**config.mk**
```make
export PLATFORM = sky130hd
export DESIGN_NAME = tenh_ctrl
export DESIGN_NICKNAME = d
export VERILOG_FILES = /design/src/design/tenh_pkg.sv /design/src/design/tenh_ctrl.sv
export SDC_FILE = /design/constraint.sdc
export NUM_CORES = 1
export LEC_CHECK = 0
export ABC_AREA = 1
export ABC_CLOCK_PERIOD_IN_PS = 1210
export CELL_PAD_IN_SITES_DETAIL_PLACEMENT = 2
export CELL_PAD_IN_SITES_GLOBAL_PLACEMENT = 2
export CORE_AREA = 10 10 47 49
export DETAILED_ROUTE_END_ITERATION = 12
export DIE_AREA = 0 0 57 59
export DONT_BUFFER_PORTS = 1
export PLACE_DENSITY = 0.45
export SETUP_SLACK_MARGIN = 0.15
export SLEW_MARGIN = 5
export SYNTH_ARGS = -nofsm -noshare
export SYNTH_HDL_FRONTEND = slang
export SYNTH_SLANG_ARGS = --single-unit
```
**constraint.sdc**
```tcl
create_clock -name clk_i -period 1.21 [get_ports clk_i]
set_input_delay 0.242 -clock clk_i [delete_from_list [all_inputs] [get_ports clk_i]]
set_output_delay 0.242 -clock clk_i [all_outputs]
set_load 0.05 [all_outputs]
```
**src/design/tenh_pkg.sv**
```systemverilog
// Shared types and codes for the tiered energy next-hop table.
`timescale 1ns / 1ps

package tenh_pkg;

  localparam logic [1:0] OP_INSERT = 2'd0;
  localparam logic [1:0] OP_SELECT = 2'd1;
  localparam logic [1:0] OP_QUERY  = 2'd2;
  localparam logic [1:0] OP_HOP    = 2'd3;

  localparam logic [1:0] ST_OK      = 2'd0;
  localparam logic [1:0] ST_FULL    = 2'd1;
  localparam logic [1:0] ST_DUP     = 2'd2;
  localparam logic [1:0] ST_BADTIER = 2'd3;

  localparam logic [1:0] TIER_NONE = 2'd0;
  localparam logic [1:0] TIER_ONE  = 2'd1;
  localparam logic [1:0] TIER_TWO  = 2'd2;

  localparam logic [15:0] HOP_COST_RESET = 16'd10;

  typedef struct packed {
    logic [1:0]  operation;
    logic [1:0]  tier;
    logic [31:0] node_address;
    logic [31:0] node_energy;
  } tenh_req_t;

  typedef struct packed {
    logic        found;
    logic [1:0]  result_tier;
    logic [31:0] result_address;
    logic [1:0]  status;
  } tenh_rsp_t;

  typedef struct packed {
    logic [1:0]  tier;
    logic [31:0] address;
    logic [31:0] energy;
  } tenh_entry_t;

  // Controller to datapath
  typedef struct packed {
    logic load;    // capture request, restart scan
    logic rd;      // issue table read at scan index
    logic commit;  // write result, finish insert
  } tenh_cmd_t;

  // Datapath to controller
  typedef struct packed {
    logic idx_end;   // all filled entries have been read
    logic dv;        // read data in flight
    logic out_free;  // result register can take a new result
  } tenh_sts_t;

endpackage

```
**src/design/tenh_ctrl.sv**
```systemverilog
// Request sequencer for the tiered energy next-hop table.
`timescale 1ns / 1ps

module tenh_ctrl (
  input  logic               clk_i,
  input  logic               rst_ni,
  input  logic               in_valid_i,
  output logic               in_ready_o,
  input  tenh_pkg::tenh_sts_t sts_i,
  output tenh_pkg::tenh_cmd_t cmd_o
);

  typedef enum logic [2:0] {
    S_IDLE = 3'b001,
    S_SCAN = 3'b010,
    S_DONE = 3'b100
  } state_e;

  state_e state_q, state_d;

  always_comb begin
    state_d    = state_q;
    cmd_o      = '0;
    in_ready_o = 1'b0;
    unique case (state_q)
      S_IDLE: begin
        in_ready_o = 1'b1;
        if (in_valid_i) begin
          cmd_o.load = 1'b1;
          state_d    = S_SCAN;
        end
      end
      S_SCAN: begin
        cmd_o.rd = !sts_i.idx_end;
        if (sts_i.idx_end && !sts_i.dv) begin
          state_d = S_DONE;
        end
      end
      S_DONE: begin
        if (sts_i.out_free) begin
          cmd_o.commit = 1'b1;
          state_d      = S_IDLE;
        end
      end
      default: state_d = S_IDLE;
    endcase
  end

  always_ff @(posedge clk_i or negedge rst_ni) begin
    if (!rst_ni) begin
      state_q <= S_IDLE;
    end else begin
      state_q <= state_d;
    end
  end

  // Scan reads only while scanning, results only from the done state.
  a_rd_in_scan: assert property (@(posedge clk_i) disable iff (!rst_ni)
    cmd_o.rd |-> state_q == S_SCAN)
    else $error("read issued outside scan");

  a_commit_once: assert property (@(posedge clk_i) disable iff (!rst_ni)
    cmd_o.commit |=> !cmd_o.commit)
    else $error("two commits in a row");

  a_load_starts_scan: assert property (@(posedge clk_i) disable iff (!rst_ni)
    cmd_o.load |=> state_q == S_SCAN)
    else $error("load did not start a scan");

endmodule

```
==> results.ini <==
[grt]
grt_pass1_wl_mm=1.20
grt_max_degree=4
grt_pass1_vias=276
overflow=0
grt_usage=0.0519
antenna_found_initial=0

[critical_path]
critical_path_required_ns=0.97
worstRegToRegCells=8
rrSetupSlack_ns=-0.05
regToRegStartpoint=state_q[0]
crit_arrival_ns=1.24
cp-start-kind=flip-flop
worstSetupPathType=flip-flop to primary output
worstPathMaxFanout=3
cp-end-kind=primary output
r2r-end=state_q[2]

[run_status]
violations=setup timing
status=complete, but fails checks

[layout]
largest_register_ffs=3
drive_gt1_frac=0.488
num-nets-final=50
top_register=state_q
layout.cells.non_filler=59
largestRegisters=state_q: 3 flops
antenna-diode-count=0
area_growth_pct=96.8

[pwr]
ir_drop_v=0.000930
power_leakage_nw=0.198
power_per_cell_area_mw_per_mm2=2890
combPwrFrac=0.658
sw_frac_of_total=0.494
p_clk_frac=0.164
pwr-share-seq=0.179
internal_power_mw=0.557
switchingPower_mw=0.545

[logic_synthesis]
synth_area_um2=194
yosys_warnings=0
synth_top_area_share=0.258
syn-num-nets=37
syn_area_per_cell_um2=6.26
ys_ff_latch=3
post_synth_inst_count=31
ys_top_cells_by_area=dfrtp_1 (26%), nand2_1 (15%), dfstp_2 (14%)
yosys.area.top_type=dfrtp_1
yosysSeqAreaShare=0.394
synth.distinct_cells=9

[timing]
fin_skew_ns=0.000144
finalSetupViolCount=6
fmaxAchievable_mhz=673
period_minus_slack_ns=1.49
worstMarginPinSlew_ns=0.330
hold_violations=0
rsz0062_at_grt=true
setup_ws_ns=-0.275
whs_ns=0.242
maxSlewHeadroom=0.780
fin_crit_sh=1.23
setup_tns_ns=-0.993
slew_viol_final=0

[run]
maxCapViolCount=0

[drt]
wirelength_um=715
viasPerCell=4.14
first_iter_violations=1
avgRoutedWirePerCell_um=12.1
drc=0
dr.pass1.iters=3
vias=244
ant_nets=0

[clock_tree]
cts_buffers=3
cts_sinks=3
cts_tree=yes
clkLatencyLatePin_ns=0.24
cts.clk_slew.worst_paths_ns=0.04
clock-root-buffer=clkbuf_4
clk_path_buf_depth=2
ctsHtreeMaxLevel=1

[floorplanning]
initial_core_util=0.138
fp.dieW_um=57
rows=14
die_height_um=59
dieArea_mm2=0.00336
design.core.area_mm2=0.00140
pin_count=10

[placed_design]
place_ws_ns=-0.0931
io_buffer_count=0
dp_hpwl_um=593
place.gp.congestion=0.641
post-place-cells=53

[hold_path]
holdPathStages=2
hold_class=input pin to flip-flop
whs_endpoint=state_q[1]
min_from=in_valid_i

==> synthesized netlist by cell type <==
cell,instances
o21ai_1,2
dfrtp_1,2
nor2_2,2
nor2_1,4
nand2_1,8
nand3_1,4
dfstp_2,1
inv_2,1
inv_1,7
==> stage by stage <==
stage	utilization	total power [mW]	instance area [um2]
2_1_floorplan	-	0.615	223
3_3_place_gp	0.223	0.829	313
6_report	0.272	1.10	382
3_5_place_dp	0.223	0.845	313
4_1_cts	0.270	1.11	378
5_1_grt	0.272	1.19	382
==> worst max path at each step <==
stage	start	slack (ns)	cells past startpoint	end
floorplan	state_q[0]	-0.09	4	cmd_o[2]
global placement	state_q[0]	-0.07	5	cmd_o[2]
detailed placement	state_q[0]	-0.09	5	cmd_o[2]
CTS	state_q[0]	-0.29	5	cmd_o[2]
global route	state_q[0]	-0.33	5	cmd_o[2]
finish	state_q[0]	-0.28	5	cmd_o[2]
==> layout by cell type, fill, tap and decap left out <==
cell type      count
nand2_4            2
buf_6              1
nand3_1            4
nor2_4             4
buf_12             2
dlygate4sd3_1      1
nand2_1            6
inv_1              6
nor2_1             1
o21ai_1            1
inv_2              1
o21ai_2            1
dfstp_2            1
buf_4              4
nor2_2             1
clkbuf_1           1
clkbuf_4           3
clkinvlp_4         1
dfrtp_1            2
==> layer usage <==
| layer | GRT usage | share of wire | vias to the layer above |
|---|---|---|---|
| li1 | - | - | 115 |
| met1 | 0.0404 | 0.35 | 114 |
| met2 | 0.0791 | 0.51 | 10 |
| met3 | 0.0172 | 0.052 | 5 |
| met4 | 0.0906 | 0.090 | 0 |
| met5 | 0 | 0 | - |
==> power groups by stage <==
stage | registers, mW | clock network [mW] | logic, mW
CTS | 0.198 | 0.188 | 0.728
global route | 0.202 | 0.194 | 0.792
floorplan | 0.187 | 0 | 0.428
finish | 0.197 | 0.180 | 0.725
detailed placement | 0.193 | 0 | 0.652
global placement | 0.192 | 0 | 0.637
==> worst max-delay path, stage by stage (launching register included) <==
cell	delay (ns)
dfstp_2	0.53
inv_2	0.05
nor2_4	0.11
nand2_4	0.08
nor2_4	0.10
buf_12	0.14
==> layout make-up <==
cell class	instances	area (um2)
tap	16	20.0
sequential	3	76.3
multi-input combinational	20	134
inverter	8	33.8
timing repair buffer	8	91.3
fill	177	1020
clock buffer	4	26.3
==> cell families (layout without fill, tap and decap cells) <==
kind of cell	Yosys count	in the layout	synth area share
flops	3	3	0.394
simple gates	18	18	0.400
buf+inv	8	20	0.155
compound gates	2	2	0.0516
==> what timing repair did <==
action / CTS / global route
setup buffers: 1 / 0
pin swaps: 4 / 1
gates resized for setup: 5 / 1
endpoints found under the hold margin: 3 / 0
endpoints found under the setup margin: 7 / 7
hold buffers: 1 / 0
Note: power is estimated with default switching activity, not from simulation.
